`src/bsds_pkg.sv`:
```
// ----------------------------------------------------------------------------
// bsds_pkg
// Shared types and constants of the bump and search drive selector.
// ----------------------------------------------------------------------------
package bsds_pkg;

  typedef enum logic [2:0] {
    ACT_FORWARD      = 3'd0,
    ACT_PUCK         = 3'd1,
    ACT_BOTH         = 3'd2,
    ACT_LEFT         = 3'd3,
    ACT_RIGHT        = 3'd4,
    ACT_LIGHT        = 3'd5,
    ACT_SEARCH_LEFT  = 3'd6,
    ACT_SEARCH_RIGHT = 3'd7
  } action_t;

  typedef enum logic [1:0] {
    CFG_BACKOFF = 2'd0,
    CFG_SEARCH  = 2'd1,
    CFG_FORWARD = 2'd2,
    CFG_UNUSED  = 2'd3
  } cfg_index_t;

  localparam int unsigned TICK_W = 16;
  localparam int unsigned DRIVE_W = 8;

  localparam logic [TICK_W-1:0] BACKOFF_RESET = 16'd500;
  localparam logic [TICK_W-1:0] SEARCH_RESET  = 16'd2300;
  localparam logic [TICK_W-1:0] FORWARD_RESET = 16'd1500;

  localparam logic signed [DRIVE_W-1:0] DRV_STOP     = 8'sd0;
  localparam logic signed [DRIVE_W-1:0] DRV_REV_FAST = -8'sd120;
  localparam logic signed [DRIVE_W-1:0] DRV_REV_SLOW = -8'sd100;
  localparam logic signed [DRIVE_W-1:0] DRV_TURN_REV = -8'sd95;
  localparam logic signed [DRIVE_W-1:0] DRV_TURN_FWD = 8'sd95;
  localparam logic signed [DRIVE_W-1:0] DRV_FWD      = 8'sd100;

endpackage

```
`src/bump_and_search_drive_selector_core.sv`:
```
// ----------------------------------------------------------------------------
// bump_and_search_drive_selector_core
// Priority drive selector with a restartable countdown, one result per tick.
// ----------------------------------------------------------------------------
// Each input item is one sensor tick and yields exactly one result item. The
// whole decision is one level of logic between the action/timer registers and
// the output register, so the block takes one item per clock cycle and
// registers each result when its tick is accepted; s_tready stays high while
// the output register is empty or being drained in the same cycle, so
// throughput is bounded only by how fast the sink takes results.
module bump_and_search_drive_selector_core
  import bsds_pkg::*;
(
  input  logic                clk,
  input  logic                rst,
  input  logic                s_tvalid,
  output logic                s_tready,
  input  logic [7:0]          s_tdata,   // puck_touch, light_seen, left_bump, right_bump
  output logic                m_tvalid,
  input  logic                m_tready,
  output logic [23:0]         m_tdata,   // left_drive[7:0], right_drive[7:0], action_code[2:0]
  output logic                m_tuser,   // publish
  input  logic                cfg_we,
  input  logic [1:0]          cfg_index,
  input  logic [TICK_W-1:0]   cfg_data
);

  logic [TICK_W-1:0] backoff_ticks;
  logic [TICK_W-1:0] search_ticks;
  logic [TICK_W-1:0] forward_ticks;

  action_t           action, action_next;
  logic              time_up, time_up_next;
  logic [TICK_W-1:0] countdown, countdown_next;
  logic              timer_armed, timer_armed_next;

  logic                      pub;
  logic signed [DRIVE_W-1:0] drv_l, drv_r;

  logic puck, light, lb, rb;
  logic accept;

  assign puck  = s_tdata[0];
  assign light = s_tdata[1];
  assign lb    = s_tdata[2];
  assign rb    = s_tdata[3];

  assign s_tready = !m_tvalid || m_tready;
  assign accept   = s_tvalid && s_tready;

  always_comb begin
    logic              tu;
    logic [TICK_W-1:0] cd;
    logic              armed;
    logic              load;
    logic [TICK_W-1:0] load_val;

    tu       = time_up;
    cd       = countdown;
    armed    = timer_armed;
    load     = 1'b0;
    load_val = backoff_ticks;
    pub      = 1'b0;
    drv_l    = DRV_STOP;
    drv_r    = DRV_STOP;
    action_next = action;

    // timer runs before the priority rule
    if (armed) begin
      if (cd <= 16'd1) begin
        cd    = '0;
        armed = 1'b0;
        tu    = 1'b1;
      end else begin
        cd = cd - 16'd1;
      end
    end

    if (puck) begin
      if (action != ACT_PUCK) begin
        pub = 1'b1;
        action_next = ACT_PUCK;
        tu = 1'b1;
      end
    end else if (lb && rb) begin
      if (action != ACT_BOTH) begin
        pub = 1'b1;
        drv_l = DRV_REV_FAST;
        drv_r = DRV_REV_FAST;
        action_next = ACT_BOTH;
        tu = 1'b0;
        load = 1'b1;
      end
    end else if (lb) begin
      if (action != ACT_LEFT) begin
        pub = 1'b1;
        drv_l = DRV_REV_SLOW;
        drv_r = DRV_REV_FAST;
        action_next = ACT_LEFT;
        tu = 1'b0;
        load = 1'b1;
      end
    end else if (rb) begin
      if (action != ACT_RIGHT) begin
        pub = 1'b1;
        drv_l = DRV_REV_FAST;
        drv_r = DRV_REV_SLOW;
        action_next = ACT_RIGHT;
        tu = 1'b0;
        load = 1'b1;
      end
    end else if (light) begin
      if (action != ACT_LIGHT) begin
        pub = 1'b1;
        drv_l = DRV_FWD;
        drv_r = DRV_FWD;
        action_next = ACT_LIGHT;
        tu = 1'b1;
      end
    end else if (tu) begin
      pub  = 1'b1;
      tu   = 1'b0;
      load = 1'b1;
      case (action)
        ACT_FORWARD, ACT_PUCK, ACT_RIGHT: begin
          drv_l = DRV_TURN_REV;
          drv_r = DRV_TURN_FWD;
          action_next = ACT_SEARCH_LEFT;
          load_val = search_ticks;
        end
        ACT_LEFT, ACT_LIGHT, ACT_BOTH: begin
          drv_l = DRV_FWD;
          drv_r = DRV_REV_SLOW;
          action_next = ACT_SEARCH_RIGHT;
          load_val = search_ticks;
        end
        default: begin
          drv_l = DRV_FWD;
          drv_r = DRV_FWD;
          action_next = ACT_FORWARD;
          load_val = forward_ticks;
        end
      endcase
    end

    if (load) begin
      cd    = load_val;
      armed = 1'b1;
    end

    time_up_next     = tu;
    countdown_next   = cd;
    timer_armed_next = armed;
  end

  always_ff @(posedge clk) begin
    if (rst) begin
      backoff_ticks <= BACKOFF_RESET;
      search_ticks  <= SEARCH_RESET;
      forward_ticks <= FORWARD_RESET;
    end else if (cfg_we) begin
      case (cfg_index_t'(cfg_index))
        CFG_BACKOFF: backoff_ticks <= cfg_data;
        CFG_SEARCH:  search_ticks  <= cfg_data;
        CFG_FORWARD: forward_ticks <= cfg_data;
        default: ;
      endcase
    end
  end

  always_ff @(posedge clk) begin
    if (rst) begin
      action      <= ACT_FORWARD;
      time_up     <= 1'b1;
      countdown   <= '0;
      timer_armed <= 1'b0;
      m_tvalid    <= 1'b0;
    end else begin
      if (accept) begin
        action      <= action_next;
        time_up     <= time_up_next;
        countdown   <= countdown_next;
        timer_armed <= timer_armed_next;
        m_tvalid    <= 1'b1;
      end else if (m_tready) begin
        m_tvalid <= 1'b0;
      end
    end
  end

  // result payload, no reset needed
  always_ff @(posedge clk) begin
    if (accept) begin
      m_tdata <= {5'd0, action_next, drv_r, drv_l};
      m_tuser <= pub;
    end
  end

endmodule

```
`config.mk`:
```
export PLATFORM = sky130hd
export DESIGN_NAME = bump_and_search_drive_selector_core
export DESIGN_NICKNAME = d
export VERILOG_FILES = /design/src/bsds_pkg.sv /design/src/bump_and_search_drive_selector_core.sv
export SDC_FILE = /design/constraint.sdc
export NUM_CORES = 1
export LEC_CHECK = 0
export BUFFER_PORTS_ARGS = -buffer_cell sky130_fd_sc_hd__buf_2
export CAP_MARGIN = 10
export CORE_MARGIN = 5
export CORE_UTILIZATION = 57
export CTS_CLUSTER_DIAMETER = 30
export DETAILED_ROUTE_END_ITERATION = 7
export PLACE_DENSITY = 0.79
export RECOVER_POWER = 100
export SKIP_CTS_REPAIR_TIMING = 1
export SYNTH_ARGS = -nofsm -noshare
export SYNTH_HDL_FRONTEND = slang
export SYNTH_SLANG_ARGS = --single-unit
```
`constraint.sdc`:
```
create_clock -name clk -period 6.9 [get_ports clk]
set_input_delay 0.69 -clock clk [delete_from_list [all_inputs] [get_ports clk]]
set_output_delay 0.69 -clock clk [all_outputs]
set_load 0.02 [all_outputs]
```
==> results.toml, run 1 <==
[synth]
ys_types = 64
synth.ff_latch_count = 88
synth_area_leaders = "dfxtp_1 (32%), edfxtp_1 (12%), nand2_1 (11%)"
yosysWarningCount = 0
synth_top_cell_area_share_pct = 31.86
yosys.area.top_type = "dfxtp_1"
synthTopCellsByCount = "nand2_1 (127), dfxtp_1 (70), a21oi_1 (55), nor2_1 (37), clkbuf_1 (34)"
synth.most_common_cell = "nand2_1"
netlist_instances = 552
synth_edf_count = 18
async_flop_share_pct = 0
synth_ff_type = "dfxtp_1"
synth.yosys.seq_area_share_pct = 44.15
syn-cell-area_um2 = 4398
syn_area_per_cell_um2 = 7.967

[global_route]
grt-ovfl-total = 0
antenna_found_initial = 0
grt_start_max_net_pins = 52
grt_pass1_wl_mm = 17.70
grt_util_all_layers_pct = 22.14
grt_pass1_vias = 3810

[timing]
skew_ns = 0.01044
maxSlewViolCount = 52
finalHoldViolations = 0
fin_crit_sh_pct = 68.55
fin_ws_ns = 2.170
setup-violations-final = 0
period_minus_slack_ns = 4.730
max_freq_ghz = 0.2114
max_slew.worst_pin.slew_ns = 2.422
maxSlewHeadroom_pct = -61.47
rsz0062_at_grt = "no"
final.setup.tns_ns = 0

[clock_network]
root_buffer = "clkbuf_8"
htreeDepth = 3
cts.sinks = 88
clkLatencyLatePin_ns = 0.36
path_clk_slew_ns = 0.09
cts_max_path_buffers = 2
cts_tree = "built"
cts_buffers = 9

[min_path]
holdPathStages = 2
hp-class = "reg2reg"
hold_start = "forward_ticks[13]$_SDFFE_PP0P_"
holdPathEnd = "forward_ticks[13]$_SDFFE_PP0P_"

[critical_path]
cp_data_required_time_ns = 7.05
rr_endpoint = "countdown[2]$_SDFFE_PP0P_"
start_kind = "primary input"
critPathTopFamily = "buffers and inverters"
path_cells = "clkbuf_1 -> clkinv_1 -> nand2b_1 -> o32ai_1"
crit_buf_inv = 2
reg2regPathDepth = 7
end_kind = "register"
rrSetupSlack_ns = 3.30
path_class = "in2reg"
arrival_ns = 4.88
critPathMaxStageDelay_ns = 1.70
cp_slowest_cell = "clkbuf_1"
r2r-start = "m_tvalid$_SDFFE_PP0P_"
crit_fanout = 51

[route]
route.vias.total = 4101
routedWlPerCell_um = 15.64
drtIter0Drc = 372
avgViaCountPerCell = 6.067
routed_wirelength_mm = 10.57
ant_nets = 0
drc_errors = 0
drtPass1Iterations = 5

[finish]
nNetsFinal = 602
num-fill-cells = 704
area_delta_synth_final_pct = 7.141
n_antenna_cell = 0
drive_above_1_share_pct = 8.885

[floorplanning]
start_util_pct = 57.81
io_pins = 58
row_count = 32
coreArea_um2 = 7607
die_h_um = 97.84
die_x_um = 97.84
die_area_um2 = 9573

[power_and_ir_drop]
ir_drop_v = 0.0001220
p_leak_nw = 1.735
power_density_nw_per_um2 = 244.8

[run_status]
violations = "max-capacitance violations, max-slew violations"
status = "finished with violations"

[job]
maxCapViolCount = 1

[placement]
dp_hpwl_mm = 7.112
portBuffers = 47
place_ws_ns = 3.369
place_congestion = 0.9490
registers in the layout (all words and copies together) (netlist names):
signal         count
action             3
m_tvalid           1
backoff_ticks     16
countdown         16
forward_ticks     16
search_ticks      16
timer_armed        1
time_up            1
m_tdata           17
m_tuser            1
worst reg2reg max path, cell delays in order, from the launching register on:
cell	delay, ns
dfxtp_1	0.34
nand2b_1	0.09
nand2_1	0.46
clkinv_1	0.90
o21ai_0	0.29
clkbuf_1	0.75
nand2b_1	0.44
o32ai_1	0.14
per-stage QoR:
step	instance area, um2	hold slack, ns	cells	power (mW)	utilization (%)
after floorplan	4417	0.4342	557	0.7697	-
after global placement	4569	0.4414	660	0.8171	60.07
after detailed placement	4569	0.4469	660	0.8239	60.07
after CTS	4756	0.4592	676	1.153	62.52
after global routing	4712	0.4884	676	1.212	61.94
final	4712	0.4591	676	1.153	61.94
cell families (layout without fill, tap and decap cells):
family,count (synthesis),in the layout,share of synthesized area [%]
muxes,7,7,1.622
adders and majority gates,2,2,0.5689
DFF,88,88,44.15
AOI/OAI and AO/OA,137,137,20.71
xor gates and xnor gates,3,3,0.5975
buffers and inverters,65,82,6.571
other,1,6,0.08527
and+or+nand+nor,249,249,25.69
routing by layer:
metal,wire length [um],global-route usage (%)
met1,4800,29.29
met2,4905,35.86
met3,687,4.929
met4,178,7.561
met5,0,0
how the worst max path moves through the flow:
stage	startpoint	endpoint	slack (ns)	cells past startpoint
after floorplan	m_tready	countdown[11]$_SDFFE_PP0P_	4.19	7
after global placement	m_tready	countdown[2]$_SDFFE_PP0P_	3.43	8
after detailed placement	m_tready	countdown[10]$_SDFFE_PP0P_	3.37	8
after CTS	m_tready	countdown[2]$_SDFFE_PP0P_	3.71	8
after global routing	rst	countdown[15]$_SDFFE_PP0P_	1.90	4
final	rst	countdown[2]$_SDFFE_PP0P_	2.17	4
where the power goes:
group,leakage [nW],internal (mW),switching (mW)
clock,0.0946,0.139,0.201
combinational,0.890,0.0787,0.155
sequential,0.751,0.556,0.0232
total,1.73,0.774,0.380
layout make-up:
class,count,area (um2),share of cell area (%)
multi-input combinational,404,2173,46.12
sequential,88,1942,41.21
timing repair buffer,49,219.0,4.647
tap,102,127.6,2.708
clock buffer,9,123.9,2.629
inverter,17,63.81,1.354
clock inverter,7,62.56,1.328
layout by cell type, fill, tap and decap left out, types with 7 or more instances in the layout:
cell	instances
nand2_1	127
a31oi_1	11
o21ai_0	14
edfxtp_1	18
inv_1	15
nand3_1	27
dfxtp_1	70
clkbuf_1	23
a211oi_1	8
a21oi_1	56
nor2_1	37
clkbuf_8	9
buf_2	25
o32ai_1	7
nor3_1	18
(Power assumes the default switching activity.)
==> inputs of run 2 (changes only) <==
Settings changed: CORE_UTILIZATION 57 to 52, PLACE_DENSITY 0.79 to 0.76.
Clock period 6.9 ns to 3.9 ns, I/O delays scaled along.
==> results.toml, run 2 (synthesis gave the netlist of run 1 again) <==
[route]
drtIter0Drc = 392
ant_nets = 0
routedWlPerCell_um = 15.78
avgViaCountPerCell = 5.879
drc_errors = 0
drtPass1Iterations = 6
route.vias.total = 4021
routed_wirelength_mm = 10.79

[min_path]
holdPathStages = 3
hp-class = "in2reg"
hold_start = "cfg_data[7]"

[critical_path]
start_kind = "register"
r2r-start = "m_tvalid$_SDFFE_PP0P_"
crit_fanout = 26
reg2regPathDepth = 9
endpoint = "countdown[1]$_SDFFE_PP0P_"
cp_data_required_time_ns = 4.13
rr_endpoint = "countdown[1]$_SDFFE_PP0P_"
arrival_ns = 3.29
end_kind = "register"
path_class = "reg2reg"
rrSetupSlack_ns = 0.84
startpoint = "m_tvalid$_SDFFE_PP0P_"

[finish]
drive_above_1_share_pct = 9.154
top_register = "m_tdata"
largest_reg_flops = 17
final_cell_mix = "nand2_1 (127), dfxtp_1 (70), a21oi_1 (56), nor2_1 (37), nand3_1 (27)"
post-route-util_pct = 57.93
n_antenna_cell = 0
area_delta_synth_final_pct = 8.222
nNetsFinal = 607
layout_commonest_cell = "nand2_1"

[clock_network]
htreeDepth = 3
cts_buffers = 9
cts.sinks = 88
cts_tree = "built"
cts_max_path_buffers = 2
clkLatencyLatePin_ns = 0.37
path_clk_slew_ns = 0.10
root_buffer = "clkbuf_8"

[placement]
portBuffers = 47
dp_hpwl_mm = 7.163
place_congestion = 0.9604

[timing]
final.setup.tns_ns = 0
maxSlewViolCount = 0
finalHoldViolations = 0
max_slew.worst_pin.slew_ns = 1.375
maxSlewHeadroom_pct = 8.356
holdWs_ns = 0.2582
period_minus_slack_ns = 3.064
max_freq_ghz = 0.3264
fin_crit_sh_pct = 78.57
setup-violations-final = 0
rsz0062_at_grt = "no"
skew_ns = 0.01035

[job]
maxCapViolCount = 0

[power_and_ir_drop]
switchingPower_mw = 0.6653
power_density_nw_per_um2 = 435.0
comb_power_share_pct = 20.3
p_leak_nw = 1.756
swShare_pct = 32.13
ir_drop_v = 0.0002687
p_int_mw = 1.405
power_frac_seq_pct = 49.4
pwr-share-clk_pct = 30.3

[floorplanning]
io_pins = 58
die_area_um2 = 10400
die_x_um = 102.0
die_h_um = 102.0
start_util_pct = 53.53
coreArea_um2 = 8217
row_count = 33

[global_route]
use_met1_pct = 27.35
gr-usage-met3_pct = 3.686
antenna_found_initial = 0
grt_pass1_wl_mm = 17.93
grt-ovfl-total = 0
grt_use_met2_pct = 36.63
grt_busiest_layer = "met2"
grt_util_all_layers_pct = 21.48
grt_pass1_vias = 3761
grt_start_max_net_pins = 52

[run_status]
status = "completed"
-- run 2: cell count changes in the layout (fill, tap and decap cells not counted), moves of 2 or more --
cell      previous run  this run
buf_4                1         4
clkbuf_1            23        25
inv_8                2         0
clkinv_4             1         4
-- run 2: final cells by class --
cell class / count / area (um2)
well taps: 105 / 131.4
flip-flops and latches: 88 / 1942
clock buffers: 10 / 148.9
fillers: 796 / 3457
repair buffers: 54 / 249.0
multi-input cells: 404 / 2173
clock inverters: 6 / 51.30
inverters: 17 / 63.81
-- run 2: worst max-delay path, stage by stage, from the launching register on --
cell       delay [ns]
dfxtp_1          0.32
nand2b_1         0.10
nand2_1          0.06
clkbuf_1         0.33
clkinv_1         0.10
clkbuf_1         1.01
o21ai_1          0.15
buf_4            0.28
a2111oi_0        0.48
a211oi_1         0.09
-- run 2: layer usage --
layer | vias up | part of all wire [%]
met5 | - | 0
met4 | 0 | 2.3
met3 | 24 | 6.7
met2 | 141 | 47
met1 | 1866 | 44
li1 | 1990 | -
-- run 2: worst min-delay path by stage --
stage                                endpoint  slack (ns)
2_1_floorplan   backoff_ticks[0]$_SDFFE_PP0P_        0.43
3_3_place_gp   forward_ticks[14]$_SDFFE_PP0P_        0.44
3_5_place_dp   forward_ticks[13]$_SDFFE_PP0P_        0.45
4_1_cts         search_ticks[11]$_SDFFE_PP1P_        0.25
5_1_grt          search_ticks[7]$_SDFFE_PP1P_        0.26
6_report         search_ticks[7]$_SDFFE_PP1P_        0.26
-- run 2: power by group through the flow --
stage,Clock (mW),Combinational [mW],Sequential [mW]
after global placement,0,0.413,1.04
after global routing,0.682,0.463,1.03
after CTS,0.636,0.424,1.02
final,0.627,0.420,1.02
after floorplan,0,0.315,1.05
after detailed placement,0,0.422,1.04
-- run 2: per-stage QoR --
step	worst slack [ns]	power (mW)	instances	area, um2
after floorplan	1.483	1.362	557	4417
final	0.8359	2.071	684	4760
after detailed placement	1.098	1.466	668	4611
after CTS	1.084	2.083	684	4811
after global placement	1.140	1.455	668	4611
after global routing	0.5367	2.176	684	4760
